--- config.mk ---
export PLATFORM = sky130hd
export DESIGN_NAME = lru_page_cache_tag_controller_top_flat
export DESIGN_NICKNAME = d
export VERILOG_FILES = /design/src/hdl/lpc_pkg.sv /design/src/hdl/lpc_in_if.sv /design/src/hdl/lpc_out_if.sv /design/src/hdl/lpc_cell.sv /design/src/hdl/lpc_ctrl.sv /design/src/hdl/lru_page_cache_tag_controller_top.sv /design/src/flat_wrapper.sv
export SDC_FILE = /design/constraint.sdc
export NUM_CORES = 2
export LEC_CHECK = 0
export ABC_AREA = 1
export BUFFER_PORTS_ARGS = -buffer_cell sky130_fd_sc_hd__buf_2
export CAP_MARGIN = 20
export CORE_MARGIN = 2
export CORE_UTILIZATION = 57
export CTS_CLUSTER_SIZE = 16
export DETAILED_ROUTE_END_ITERATION = 10
export PLACE_DENSITY_LB_ADDON = 0.1
export SLEW_MARGIN = 10
export SYNTH_ARGS = -nofsm -noshare
export SYNTH_HDL_FRONTEND = slang
export SYNTH_SLANG_ARGS = --single-unit
--- constraint.sdc ---
create_clock -name clk -period 3 [get_ports clk]
set_input_delay 0.45 -clock clk [delete_from_list [all_inputs] [get_ports clk]]
set_output_delay 0.45 -clock clk [all_outputs]
set_load 0.02 [all_outputs]
--- src/hdl/lpc_pkg.sv ---
// Shared types, constants and helpers for the page cache tag controller.
// No dependencies; every other file of the block imports this package.
package lpc_pkg;

  // Cache geometry and field widths.
  localparam int CACHE_SLOTS  = 16;
  localparam int SLOT_W       = (CACHE_SLOTS > 1) ? $clog2(CACHE_SLOTS) : 1;
  localparam int PAGE_W       = 32;
  localparam int OP_W         = 2;
  localparam int SLOT_FIELD_W = 4;
  localparam int CNT_W        = 16;

  localparam logic [CNT_W-1:0] CKPT_THRESHOLD_RESET = 16'd1000;

  typedef logic [SLOT_W-1:0]       slot_id_t;
  typedef logic [PAGE_W-1:0]       page_t;
  typedef logic [SLOT_FIELD_W-1:0] slot_field_t;
  typedef logic [CNT_W-1:0]        cnt_t;

  // Operation codes carried in the op field; code 3 is ignored.
  typedef enum logic [OP_W-1:0] {
    OP_READ    = 2'd0,
    OP_WRITE   = 2'd1,
    OP_DEALLOC = 2'd2
  } op_t;

  // Controller states.
  typedef enum logic [1:0] {
    ST_IDLE,
    ST_LOOKUP,
    ST_UPDATE
  } state_t;

  // One recency position: the slot it names, the page held there and its valid bit.
  typedef struct packed {
    slot_id_t slot_id;
    page_t    tag;
    logic     valid;
  } entry_t;

  // Per-cycle command broadcast to every cell of the row.
  typedef struct packed {
    logic lookup;    // compare the key and latch the match flags
    logic mru_hit;   // move the hit entry to the head
    logic mru_miss;  // refill the tail entry and move it to the head
    logic lru_hit;   // invalidate the hit entry and move it to the tail
  } cell_cmd_t;

  // Sequencing signals from the controller.
  typedef struct packed {
    logic in_ready;
    logic lookup;
    logic commit;
    logic out_valid;
  } ctrl_t;

  // Low bits of a slot number as carried in the slot field.
  function automatic slot_field_t slot_field(input slot_id_t s);
    logic [SLOT_W+SLOT_FIELD_W-1:0] ext;
    ext = {{SLOT_FIELD_W{1'b0}}, s};
    return ext[SLOT_FIELD_W-1:0];
  endfunction

endpackage

--- src/hdl/lpc_in_if.sv ---
// Request channel: valid/ready handshake with the op and page number.
// Depends on lpc_pkg for the field widths.
interface lpc_in_if;
  import lpc_pkg::*;

  logic                valid;
  logic                ready;
  logic [OP_W-1:0]     op;
  logic [PAGE_W-1:0]   page_number;

  modport source (output valid, output op, output page_number, input ready);
  modport sink   (input valid, input op, input page_number, output ready);
endinterface

--- src/hdl/lpc_out_if.sv ---
// Result channel: valid/ready handshake with the lookup and eviction result.
// Depends on lpc_pkg for the field widths.
interface lpc_out_if;
  import lpc_pkg::*;

  logic                    valid;
  logic                    ready;
  logic                    hit;
  logic [SLOT_FIELD_W-1:0] slot;
  logic                    fetch_from_store;
  logic                    write_to_store;
  logic                    evicted_valid;
  logic [PAGE_W-1:0]       evicted_page;
  logic                    checkpoint;

  modport source (output valid, output hit, output slot, output fetch_from_store,
                  output write_to_store, output evicted_valid, output evicted_page,
                  output checkpoint, input ready);
  modport sink   (input valid, input hit, input slot, input fetch_from_store,
                  input write_to_store, input evicted_valid, input evicted_page,
                  input checkpoint, output ready);
endinterface

--- src/hdl/lpc_cell.sv ---
// One recency position of the LRU row: holds slot number, tag and valid bit.
// Depends on lpc_pkg; instantiated once per slot by the top level.
module lpc_cell (
  input  logic             clk,
  input  logic             rst_n,
  input  lpc_pkg::slot_id_t reset_slot,
  input  lpc_pkg::page_t    key,
  input  lpc_pkg::cell_cmd_t cmd,
  input  lpc_pkg::entry_t   left_in,
  input  lpc_pkg::entry_t   right_in,
  input  logic             before_in,
  output logic             before_out,
  output lpc_pkg::entry_t   entry,
  output logic             match
);
  import lpc_pkg::*;

  entry_t entry_r, entry_nxt;
  logic   match_r, before_r;
  logic   match_now;

  // Tag compare; an invalid entry never matches.
  assign match_now  = entry_r.valid && (entry_r.tag == key);
  assign before_out = before_in | match_now;

  // Shift from a neighbor or hold. The hit position and everything nearer the
  // head move toward the tail on a hit; everything moves on a miss; on an
  // invalidate the hit position and everything behind it move toward the head.
  always_comb begin
    entry_nxt = entry_r;
    priority if (cmd.mru_miss) begin
      entry_nxt = left_in;
    end else if (cmd.mru_hit && !before_r) begin
      entry_nxt = left_in;
    end else if (cmd.lru_hit && (before_r || match_r)) begin
      entry_nxt = right_in;
    end
  end

  // Entry and match flag registers.
  always_ff @(posedge clk) begin
    if (!rst_n) begin
      entry_r  <= '{slot_id: reset_slot, tag: '0, valid: 1'b0};
      match_r  <= 1'b0;
      before_r <= 1'b0;
    end else begin
      entry_r <= entry_nxt;
      if (cmd.lookup) begin
        match_r  <= match_now;
        before_r <= before_in;
      end
    end
  end

  assign entry = entry_r;
  assign match = match_r;

endmodule

--- src/hdl/lpc_ctrl.sv ---
// Sequencer for the page cache: accept, lookup cycle, update cycle, result register.
// Depends on lpc_pkg for the state and control struct types.
module lpc_ctrl (
  input  logic          clk,
  input  logic          rst_n,
  input  logic          in_valid,
  input  logic          out_ready,
  output lpc_pkg::ctrl_t ctrl
);
  import lpc_pkg::*;

  state_t state_r, state_nxt;
  logic   out_valid_r, out_valid_nxt;
  logic   out_free;
  logic   commit;

  assign out_free = !out_valid_r || out_ready;

  // Next state.
  always_comb begin
    state_nxt = state_r;
    unique case (state_r)
      ST_IDLE:   state_nxt = in_valid ? ST_LOOKUP : ST_IDLE;
      ST_LOOKUP: state_nxt = ST_UPDATE;
      ST_UPDATE: begin
        if (out_free) begin
          state_nxt = in_valid ? ST_LOOKUP : ST_IDLE;
        end
      end
      default:   state_nxt = ST_IDLE;
    endcase
  end

  // Outputs: a new request is taken in the cycle the previous one commits.
  always_comb begin
    commit = (state_r == ST_UPDATE) && out_free;
    ctrl.commit    = commit;
    ctrl.lookup    = (state_r == ST_LOOKUP);
    ctrl.in_ready  = (state_r == ST_IDLE) || commit;
    ctrl.out_valid = out_valid_r;
  end

  // The result register is full from commit until its transfer.
  always_comb begin
    out_valid_nxt = out_valid_r;
    if (commit) begin
      out_valid_nxt = 1'b1;
    end else if (out_ready) begin
      out_valid_nxt = 1'b0;
    end
  end

  always_ff @(posedge clk) begin
    if (!rst_n) begin
      state_r     <= ST_IDLE;
      out_valid_r <= 1'b0;
    end else begin
      state_r     <= state_nxt;
      out_valid_r <= out_valid_nxt;
    end
  end

  // An accepted request is looked up in the following cycle.
  a_accept_lookup: assert property (@(posedge clk) disable iff (!rst_n)
    (in_valid && ctrl.in_ready) |=> (state_r == ST_LOOKUP))
    else $error("accepted request did not enter lookup");

  // A lookup is always followed by the update cycle.
  a_lookup_update: assert property (@(posedge clk) disable iff (!rst_n)
    (state_r == ST_LOOKUP) |=> (state_r == ST_UPDATE))
    else $error("lookup not followed by update");

  // A commit leaves a result waiting in the output register.
  a_commit_valid: assert property (@(posedge clk) disable iff (!rst_n)
    commit |=> out_valid_r)
    else $error("commit did not load the result register");

  // The update waits while an untaken result still occupies the register.
  a_update_stall: assert property (@(posedge clk) disable iff (!rst_n)
    ((state_r == ST_UPDATE) && out_valid_r && !out_ready) |=> (state_r == ST_UPDATE))
    else $error("update overwrote a pending result");

endmodule

--- src/hdl/lru_page_cache_tag_controller_top.sv ---
// Top level of the page cache tag controller: cell row, sequencer, counter, result.
// Depends on lpc_pkg, lpc_in_if, lpc_out_if, lpc_cell and lpc_ctrl.
//
// Tag and LRU replacement control for a fully associative cache of
// CACHE_SLOTS page slots. Each request has a lookup cycle, in which every
// cell of the recency row compares its tag with the page number, and an
// update cycle, in which the row shifts by one position to move the touched
// slot to the head (read or write) or to the tail (deallocate hit). A request
// is accepted in the same cycle its predecessor commits; the result is loaded
// into the output register at commit, and the row waits in its update cycle
// while an earlier result has not been transferred. The recency row is ready
// right after reset, with slot 0 newest and the last slot oldest. The user
// must write the checkpoint threshold through cfg_we/cfg_wdata only while
// idle; the block itself does not enforce this.
module lru_page_cache_tag_controller_top (
  input  logic                 clk,
  input  logic                 rst_n,
  lpc_in_if.sink               in_if,
  lpc_out_if.source            out_if,
  input  logic                 cfg_we,
  input  logic [lpc_pkg::CNT_W-1:0] cfg_wdata
);
  import lpc_pkg::*;

  ctrl_t      ctrl;
  cell_cmd_t  cmd;
  logic [OP_W-1:0] op_r;
  page_t      page_r;
  cnt_t       wr_cnt_r, wr_cnt_nxt;
  cnt_t       thr_r;

  entry_t     cell_entry [CACHE_SLOTS];
  logic [CACHE_SLOTS-1:0] cell_match;
  logic [CACHE_SLOTS-1:0] cell_before_out;
  entry_t     head_entry, tail_entry, victim;
  logic       hit;
  slot_id_t   hit_slot;
  logic       ckpt_now;

  // Result register fields.
  logic        res_hit_r, res_fetch_r, res_wr_r, res_ev_valid_r, res_ckpt_r;
  slot_field_t res_slot_r;
  page_t       res_ev_page_r;
  logic        res_hit_nxt, res_fetch_nxt, res_wr_nxt, res_ev_valid_nxt, res_ckpt_nxt;
  slot_field_t res_slot_nxt;
  page_t       res_ev_page_nxt;

  // Sequencer.
  lpc_ctrl u_ctrl (
    .clk       (clk),
    .rst_n     (rst_n),
    .in_valid  (in_if.valid),
    .out_ready (out_if.ready),
    .ctrl      (ctrl)
  );

  assign in_if.ready = ctrl.in_ready;

  // Request capture on each input transfer.
  always_ff @(posedge clk) begin
    if (in_if.valid && ctrl.in_ready) begin
      op_r   <= in_if.op;
      page_r <= in_if.page_number;
    end
  end

  // Hit detection and one-hot selection of the hit slot number.
  always_comb begin
    hit_slot = '0;
    for (int i = 0; i < CACHE_SLOTS; i++) begin
      if (cell_match[i]) begin
        hit_slot = hit_slot | cell_entry[i].slot_id;
      end
    end
  end

  assign hit    = |cell_match;
  assign victim = cell_entry[CACHE_SLOTS-1];

  // Entries entering the row at its ends.
  always_comb begin
    head_entry.slot_id = hit ? hit_slot : victim.slot_id;
    head_entry.tag     = page_r;
    head_entry.valid   = 1'b1;
    tail_entry.slot_id = hit_slot;
    tail_entry.tag     = page_r;
    tail_entry.valid   = 1'b0;
  end

  // Row command from the op and the lookup outcome.
  always_comb begin
    cmd        = '0;
    cmd.lookup = ctrl.lookup;
    if (ctrl.commit) begin
      unique case (op_r)
        OP_READ, OP_WRITE: begin
          cmd.mru_hit  = hit;
          cmd.mru_miss = !hit;
        end
        OP_DEALLOC: cmd.lru_hit = hit;
        default:    cmd = '{lookup: ctrl.lookup, default: 1'b0};
      endcase
    end
  end

  // The recency row.
  for (genvar g = 0; g < CACHE_SLOTS; g++) begin : g_cell
    entry_t left_in, right_in;
    logic   before_in;

    if (g == 0) begin : g_head
      assign left_in   = head_entry;
      assign before_in = 1'b0;
    end else begin : g_mid_l
      assign left_in   = cell_entry[g-1];
      assign before_in = cell_before_out[g-1];
    end

    if (g == CACHE_SLOTS - 1) begin : g_tail
      assign right_in = tail_entry;
    end else begin : g_mid_r
      assign right_in = cell_entry[g+1];
    end

    lpc_cell u_cell (
      .clk        (clk),
      .rst_n      (rst_n),
      .reset_slot (slot_id_t'(g)),
      .key        (page_r),
      .cmd        (cmd),
      .left_in    (left_in),
      .right_in   (right_in),
      .before_in  (before_in),
      .before_out (cell_before_out[g]),
      .entry      (cell_entry[g]),
      .match      (cell_match[g])
    );
  end

  // Write counter: clears and flags a checkpoint when it meets the threshold.
  assign ckpt_now = (wr_cnt_r == thr_r);

  always_comb begin
    wr_cnt_nxt = wr_cnt_r;
    if (ctrl.commit && (op_r == OP_WRITE)) begin
      wr_cnt_nxt = ckpt_now ? '0 : wr_cnt_r + cnt_t'(1);
    end
  end

  always_ff @(posedge clk) begin
    if (!rst_n) begin
      wr_cnt_r <= '0;
      thr_r    <= CKPT_THRESHOLD_RESET;
    end else begin
      wr_cnt_r <= wr_cnt_nxt;
      if (cfg_we) begin
        thr_r <= cfg_wdata;
      end
    end
  end

  // Result fields; anything meaningless for the op stays zero.
  always_comb begin
    res_hit_nxt      = 1'b0;
    res_slot_nxt     = '0;
    res_fetch_nxt    = 1'b0;
    res_wr_nxt       = 1'b0;
    res_ev_valid_nxt = 1'b0;
    res_ev_page_nxt  = '0;
    res_ckpt_nxt     = 1'b0;
    unique case (op_r)
      OP_READ, OP_WRITE: begin
        res_hit_nxt  = hit;
        res_slot_nxt = slot_field(head_entry.slot_id);
        if (!hit) begin
          res_fetch_nxt    = (op_r == OP_READ);
          res_ev_valid_nxt = victim.valid;
          res_ev_page_nxt  = victim.valid ? victim.tag : '0;
        end
        if (op_r == OP_WRITE) begin
          res_wr_nxt   = 1'b1;
          res_ckpt_nxt = ckpt_now;
        end
      end
      OP_DEALLOC: begin
        res_hit_nxt  = hit;
        res_slot_nxt = hit ? slot_field(hit_slot) : '0;
      end
      default: res_hit_nxt = 1'b0;
    endcase
  end

  always_ff @(posedge clk) begin
    if (ctrl.commit) begin
      res_hit_r      <= res_hit_nxt;
      res_slot_r     <= res_slot_nxt;
      res_fetch_r    <= res_fetch_nxt;
      res_wr_r       <= res_wr_nxt;
      res_ev_valid_r <= res_ev_valid_nxt;
      res_ev_page_r  <= res_ev_page_nxt;
      res_ckpt_r     <= res_ckpt_nxt;
    end
  end

  assign out_if.valid            = ctrl.out_valid;
  assign out_if.hit              = res_hit_r;
  assign out_if.slot             = res_slot_r;
  assign out_if.fetch_from_store = res_fetch_r;
  assign out_if.write_to_store   = res_wr_r;
  assign out_if.evicted_valid    = res_ev_valid_r;
  assign out_if.evicted_page     = res_ev_page_r;
  assign out_if.checkpoint       = res_ckpt_r;

  // A page is valid in at most one slot, so at most one cell matches.
  a_match_onehot: assert property (@(posedge clk) disable iff (!rst_n)
    ctrl.commit |-> $onehot0(cell_match))
    else $error("page held valid in more than one slot");

  // A miss refill reuses the oldest slot, which lands at the head.
  a_miss_to_head: assert property (@(posedge clk) disable iff (!rst_n)
    cmd.mru_miss |=> (cell_entry[0].slot_id == $past(victim.slot_id)) && cell_entry[0].valid)
    else $error("miss refill did not land at the head");

  // A deallocate hit leaves an invalid entry at the tail.
  a_dealloc_tail: assert property (@(posedge clk) disable iff (!rst_n)
    cmd.lru_hit |=> !cell_entry[CACHE_SLOTS-1].valid)
    else $error("deallocated slot not invalid at the tail");

endmodule
--- src/flat_wrapper.sv ---
// flat-port wrapper written by rule: the top's interface ports become plain ports
module lru_page_cache_tag_controller_top_flat import lpc_pkg::*;
  (clk, rst_n, cfg_we, cfg_wdata, in_if_valid, in_if_op, in_if_page_number, in_if_ready, out_if_valid, out_if_hit, out_if_slot, out_if_fetch_from_store, out_if_write_to_store, out_if_evicted_valid, out_if_evicted_page, out_if_checkpoint, out_if_ready);
  lpc_in_if in_if_i ();
  lpc_out_if out_if_i ();
  input  logic clk;
  input  logic rst_n;
  input  logic cfg_we;
  input  logic [lpc_pkg::CNT_W-1:0] cfg_wdata;
  input wire logic [$bits(in_if_i.valid)-1:0] in_if_valid;
  input wire logic [$bits(in_if_i.op)-1:0] in_if_op;
  input wire logic [$bits(in_if_i.page_number)-1:0] in_if_page_number;
  output wire logic [$bits(in_if_i.ready)-1:0] in_if_ready;
  output wire logic [$bits(out_if_i.valid)-1:0] out_if_valid;
  output wire logic [$bits(out_if_i.hit)-1:0] out_if_hit;
  output wire logic [$bits(out_if_i.slot)-1:0] out_if_slot;
  output wire logic [$bits(out_if_i.fetch_from_store)-1:0] out_if_fetch_from_store;
  output wire logic [$bits(out_if_i.write_to_store)-1:0] out_if_write_to_store;
  output wire logic [$bits(out_if_i.evicted_valid)-1:0] out_if_evicted_valid;
  output wire logic [$bits(out_if_i.evicted_page)-1:0] out_if_evicted_page;
  output wire logic [$bits(out_if_i.checkpoint)-1:0] out_if_checkpoint;
  input wire logic [$bits(out_if_i.ready)-1:0] out_if_ready;
  assign in_if_i.valid = in_if_valid;
  assign in_if_i.op = in_if_op;
  assign in_if_i.page_number = in_if_page_number;
  assign in_if_ready = in_if_i.ready;
  assign out_if_valid = out_if_i.valid;
  assign out_if_hit = out_if_i.hit;
  assign out_if_slot = out_if_i.slot;
  assign out_if_fetch_from_store = out_if_i.fetch_from_store;
  assign out_if_write_to_store = out_if_i.write_to_store;
  assign out_if_evicted_valid = out_if_i.evicted_valid;
  assign out_if_evicted_page = out_if_i.evicted_page;
  assign out_if_checkpoint = out_if_i.checkpoint;
  assign out_if_i.ready = out_if_ready;
  lru_page_cache_tag_controller_top u_core (.clk(clk), .rst_n(rst_n), .in_if(in_if_i), .out_if(out_if_i), .cfg_we(cfg_we), .cfg_wdata(cfg_wdata));
endmodule
# [Word-level counts from Yosys, hierarchy flattened]
# Index checks and enable logic that the tools add are counted.
[op_classes] n_eq_ne=22 muxes=77 n_addsub=1 reduce_logical=109 bitwise_logic=31
[ops] op="$mux W37" n=48
[ops] op="$eq A32 B32 Y1" n=16
[ops] op="$mux W4" n=18
[ops] op="$or A4 B4 Y4" n=15
[ops] op="$logic_and A1 B1 Y1" n=50
[ops] op="$reduce_bool A3 Y1" n=16
[ops] op="$reduce_or A18 Y1" n=1
[ops] op="$logic_not A1 Y1" n=17
[ops] op="$logic_or A1 B1 Y1" n=17
[ops] op="$reduce_or A17 Y1" n=1
[ops] op="$add A16 B1 Y16 const B" n=1
[ops] op="$eq A16 B16 Y1" n=1
[ops] op="$mux W16" n=1
[ops] op="$reduce_or A16 Y1" n=1
[ops] op="$or A1 B1 Y1" n=14
[ops] op="$pmux W4 S2" n=1
[ops] op="$pmux W2 S3" n=1
[ops] op="$mux W1" n=5
[ops] op="$eq A2 B1 Y1 const B" n=2
[ops] op="$eq A2 B2 Y1 const B" n=2
[ops] op="$logic_not A2 Y1" n=2
[ops] op="$mux W2" n=2
[ops] op="$mux W3" n=1
[ops] op="$reduce_or A3 Y1" n=1
[ops] op="5 further kinds" n=6
[totals] register_bits=732 inputBits=55

# [Longest topological paths before layout]
[depth] ltp_word=34 mapped_depth=18 ltp_nobuf=16

# [By module]
# From an unflattened synthesis, not the netlist that was laid out.
[hier_totals] cells_unflattened=5913 hier_area_um2=43120.1
[by_module_without_submodules] mod="lpc_cell" cells_each=335 instances=16 area_per_inst_um2=2381.0 seq_area_each_um2=820.8
[by_module_without_submodules] mod="lru_page_cache_tag_controller_top" cells_each=529 instances=1 area_per_inst_um2=4858.4 seq_area_each_um2=2892.8
[by_module_without_submodules] mod="lpc_ctrl" cells_each=24 instances=1 area_per_inst_um2=165.2 seq_area_each_um2=60.1

# [Least setup slack after synthesis]
# Ideal clock, no wire load.
[synth_path] kind="input to register" from="in out_if_ready" to="reg u_core.g_cell[9].u_cell.entry_r (netlist bit u_core.g_cell[9].u_cell.entry[15])" t_arrival_ns=3.094 stages=12 setup_ns=0.117 required_time_ns=2.883 path_slack_ns=-0.211 cell_sequence="nor2_1 -> nor2_2 -> nand3_1 -> nor2_4 -> buf_6 -> o21ai_2 -> buf_4 -> inv_2 -> buf_2 -> o21ai_1 -> o221ai_1 -> inv_1"
[synth_via] elab_chain_len=6 word_cells_on_any_way=8 classes_between="3 x mux; 5 x reduce/logical"
[synth_rtl] element="start, declared" line_no="flat_wrapper.sv:22" rtl="input wire logic [$bits(out_if_i.ready)-1:0] out_if_ready;"
[synth_rtl] element="$logic_or A1 B1 Y1 *" line_no="lpc_ctrl.sv:17" rtl="assign out_free = !out_valid_r || out_ready;"
[synth_rtl] element="$logic_and A1 B1 Y1 *" line_no="lpc_ctrl.sv:36" rtl="commit = (state_r == ST_UPDATE) && out_free;"
[synth_rtl] element="via u_core.u_ctrl.commit" line_no="lpc_ctrl.sv:15" rtl="logic commit;"
[synth_rtl] element="$mux W3 *" line_no="lru_page_cache_tag_controller_top.sv:94" rtl="if (ctrl.commit) begin"
[synth_rtl] element="$logic_and A1 B1 Y1" line_no="lpc_cell.sv:33" rtl="end else if (cmd.mru_hit && !before_r) begin"
[synth_rtl] element="$mux W37" line_no="lpc_cell.sv:33"
[synth_rtl] element="$mux W37" line_no="lpc_cell.sv:31" rtl="priority if (cmd.mru_miss) begin"
[synth_rtl] element="end signal, assigned" line_no="lpc_cell.sv:43" rtl="entry_r <= '{slot_id: reset_slot, tag: '0, valid: 1'b0};"
[synth_rtl] element="end signal, assigned" line_no="lpc_cell.sv:47" rtl="entry_r <= entry_nxt;"
[synth_rtl] element="end, declared" line_no="lpc_cell.sv:18" rtl="entry_t entry_r, entry_nxt;"
# Mark *: on every way through the listed nets, which the timed path passes. The rest lies on a longest branch.
# A chain may end at the register's enable or synchronous reset.

# [Worst setup path in the final report]
[layout_path] from="reg u_core.page_r[7]" to="reg u_core.g_cell[12].u_cell.before_r"
[layout_via] elab_chain_len=13 word_cells_on_any_way=35 classes_between="12 x eq/ne; 11 x bitwise; 12 x reduce/logical"
[layout_rtl] element="start, declared" line_no="lru_page_cache_tag_controller_top.sv:28" rtl="page_t page_r;"
[layout_rtl] element="start signal, assigned" line_no="lru_page_cache_tag_controller_top.sv:63" rtl="page_r <= in_if.page_number;"
[layout_rtl] element="$eq A32 B32 Y1" line_no="lpc_cell.sv:23" rtl="assign match_now = entry_r.valid && (entry_r.tag == key);"
[layout_rtl] element="$logic_and A1 B1 Y1" line_no="lpc_cell.sv:23"
[layout_rtl] element="$or A1 B1 Y1 (10 in series)" line_no="lpc_cell.sv:24" rtl="assign before_out = before_in | match_now;"
[layout_rtl] element="$or A1 B1 Y1 *" line_no="lpc_cell.sv:24"
[layout_rtl] element="end signal, assigned" line_no="lpc_cell.sv:50" rtl="before_r <= before_in;"
[layout_rtl] element="end, declared" line_no="lpc_cell.sv:19" rtl="logic match_r, before_r;"
# Every way passes the cells marked *; elsewhere a longest branch is shown, timed or not.

==> impl_metrics.ini <==
[setup_path]
endpoint_kind = flip-flop
reg2reg_slack_ns = 0.12
crit_type = flip-flop to flip-flop
rr_startpoint = u_core.page_r[7]
arrival_ns = 3.38
required_ns = 3.51
r2r_end = u_core.g_cell[12].u_cell.before_r
ff2ff_path_depth = 15
crit_end = u_core.g_cell[12].u_cell.before_r
worstPathMaxFanout = 8
crit_start = u_core.page_r[7]
start_kind = flip-flop

[sta]
tightest_slew_ns = 1.096
fmax_mhz = 347.7
setup_ws_ns = 0.1236
grt_setup_unrepaired = false
min_period_ns = 2.876
max_slew_margin_pct = 26.91
hold_violations = 0
setup-tns-final_ns = 0
fin_skew_ns = 0.02723
slew_viol_final = 0
setup_viol = 0
min_period_over_period_pct = 95.88

[cts]
clk_pin_slew_ns = 0.06
cts_setup_buffers = 0
cts_root_buffer = clkbuf_16
cts_tree = done
htreeDepth = 3
clock_path_buffers = 3
cts_made_buffers = 83
clock_latency_ns = 0.67
cts.sinks = 732

[layout]
n_fill_cell = 6109
drive_gt1_share_pct = 9.360
stdcell_count = 6448
final_core_util_pct = 64.87
syn2layout_area_growth_pct = 12.98
regArea_um2 = 15400
multi_input_area_um2 = 18570
nets = 5554

[routing]
drt-pass1-iter-count = 9
drc = 0
routed_via_density = 6.628
routedWlPerCell_um = 28.63
first_iter_violations = 7384
vias = 42738
ant_nets = 0
routed_wl_mm = 184.6

[die]
die_h_um = 263.9
initial_core_util_pct = 57.42
core_area_um2 = 67040
placement_rows = 95
ioPinCount = 98
fp.dieW_um = 263.9
fp.dieArea_um2 = 69620

[power_and_ir_drop]
ir_drop_uv = 486.4
pwr-share-clk_pct = 45.5
pwr-share-seq_pct = 44.8
p_sw_mw = 6.271
p_comb_share_pct = 9.7
switching_share_pct = 27.57
p_per_area_nw_per_um2 = 523.1
power_leakage_nw = 17.32
cell_internal_pwr_mw = 16.48

[placed_design]
port_buffers = 97
dp.cells = 6260
pre_cts_slack_ns = 0.1878
dpl.hpwl_mm = 132.2
place.gp.congestion = 1.081

[global_route]
grt_pass1_wl_mm = 263.6
grt_usage_pct = 51.39
grt_pass1_vias = 39048
overflow = 0
grt_antenna_before_repair = 9
grt_max_degree = 118

[run]
maxCapViolations = 0

[synth]
yosysTopAreaCellShare_pct = 34.17
synth_seq_area_share_pct = 40.02
ys_top_cells_by_count = nand2_1 (981), inv_1 (739), dfxtp_1 (657)
synthTopCellsByArea = dfxtp_1 (34%), nand2_1 (9.6%), inv_1 (7.2%)
syn-mean-instance-area_um2 = 7.075
synth_ff_type = dfxtp_1
synth_top_area_cell = dfxtp_1
ys_warn_count = 0
ys_ff_latch = 732
yosysMostFrequentCell = nand2_1
ys_types = 57
synth_area_um2 = 38490
netlist_instances = 5440
async_reset_ff_share_pct = 0
syn_nets = 5496
synth-edff-count = 75

[worst_hold_path]
min-delay-path-class = primary input to flip-flop

[outcome]
status = complete, no violations
layout make-up:
type	instances	area share (%)
well taps	873	2.512
inverters	790	6.851
diodes	9	0.05179
repair buffers	328	6.255
multi-input cells	3563	42.69
clock inverters	34	0.6100
clock buffers	119	5.605
flip-flops and latches	732	35.42
worst min-delay path by stage:
stage / from / end / slack, ns / cells past startpoint
global route: in_if_page_number[13] / u_core.page_r[13] / 0.02 / 1
CTS: cfg_wdata[7] / u_core.thr_r[7] / 0.0005 / 3
floorplan: u_core.g_cell[5].u_cell.entry[33] / u_core.g_cell[5].u_cell.entry[33] / 0.44 / 2
finish: cfg_wdata[7] / u_core.thr_r[7] / 0.003 / 3
global placement: u_core.g_cell[5].u_cell.entry[33] / u_core.g_cell[5].u_cell.entry[33] / 0.45 / 2
detailed placement: u_core.g_cell[5].u_cell.entry[33] / u_core.g_cell[5].u_cell.entry[33] / 0.46 / 2
stage by stage:
stage | total power [mW] | instance area [um2] | hold WS [ns]
finish | 22.75 | 43490 | 0.003202
global route | 23.08 | 43460 | 0.02447
CTS | 22.50 | 43460 | 0.0005279
detailed placement | 12.41 | 40500 | 0.4627
global placement | 12.41 | 40500 | 0.4485
floorplan | 11.45 | 38500 | 0.4379
repair_timing:
action / 4_1_cts / 5_1_grt
setup endpoints to repair: 0 / 3
endpoints found under the hold margin: 26 / 0
resized for setup: 0 / 1
hold buffers: 26 / 0
registers in the layout, summed over array words and instances (netlist names):
name                            cells
u_core.out_if.evicted_valid         1
u_core.page_r                      32
u_core.out_if.slot                  4
u_core.op_r                         2
u_core.thr_r                       16
u_core.out_if.checkpoint            1
u_core.u_ctrl.out_valid_r           1
u_core.u_ctrl.state_r               2
u_core.out_if.write_to_store        1
u_core.out_if.evicted_page         32
u_core.out_if.hit                   1
u_core.out_if.fetch_from_store      1
u_core.g_cell.u_cell.before_r      14
u_core.g_cell.u_cell.entry        592
u_core.g_cell.u_cell.match         16
u_core.wr_cnt_r                    16
power groups by stage:
stage          Clock (mW)  Sequential [mW]  Combinational (mW)
2_1_floorplan           0             10.3                1.12
3_3_place_gp            0             10.4                2.02
3_5_place_dp            0             10.4                2.02
4_1_cts              10.3             10.2                2.06
5_1_grt              10.6             10.2                2.24
6_report             10.3             10.2                2.21
cells in the final DEF, fill, tap and decap left out, drive strengths merged, types with 2 or more instances in the layout:
cell	netlist	final
nand2	988	988
inv	779	783
dfxtp	657	657
nor2	623	623
a21oi	348	348
o21ai	327	327
buf	185	302
o22ai	300	300
nand3	184	184
o221ai	143	143
xor2	124	124
clkbuf	170	119
xnor2	87	87
nand4	75	75
edfxtp	75	75
a31oi	74	74
a221oi	67	67
nor3	67	67
o211ai	54	54
clkinv	11	34
nor4	32	32
dlygate4sd3	0	26
o2111ai	20	20
diode	0	9
a211oi	9	9
nor3b	7	7
nand3b	6	6
clkinvlp	0	5
nor4b	4	4
and3	4	4
o21a	3	3
a2111oi	3	3
o311ai	2	2
a311oi	2	2
or2	2	2
bufinv	0	2
and2	2	2
cell families after synthesis:
group,Yosys count,synth area share (%)
compound gates,1355,21.92
flops,732,40.02
simple gates,1996,21.39
buf+inv,1145,11.84
fa+ha+maj,1,0.03250
xor+xnor,211,4.801
metal layers:
layer / global-route usage [%] / up-vias / part of all wire, % / wire length (um)
met5: 0.4851 / - / 0.031 / 58
met4: 38.68 / 4 / 9.2 / 16910
met3: 18.96 / 1038 / 16 / 28800
met2: 72.77 / 3708 / 40 / 73970
met1: 63.51 / 19616 / 35 / 64860
li1: - / 18372 / - / -
critical path, stage by stage, from the launching register on:
cell,delay [ns]
edfxtp_1,0.53
inv_1,0.33
buf_4,0.31
nand2_1,0.07
nand2_1,0.07
nor2_1,0.04
nand4_1,0.08
nor2_1,0.07
nand2_1,0.05
nor2_1,0.07
nand3_1,0.19
nand4_1,0.18
nor2_1,0.27
nand4_1,0.20
nor2_1,0.18
a21oi_1,0.08
Note: power is estimated with default switching activity, not from simulation.
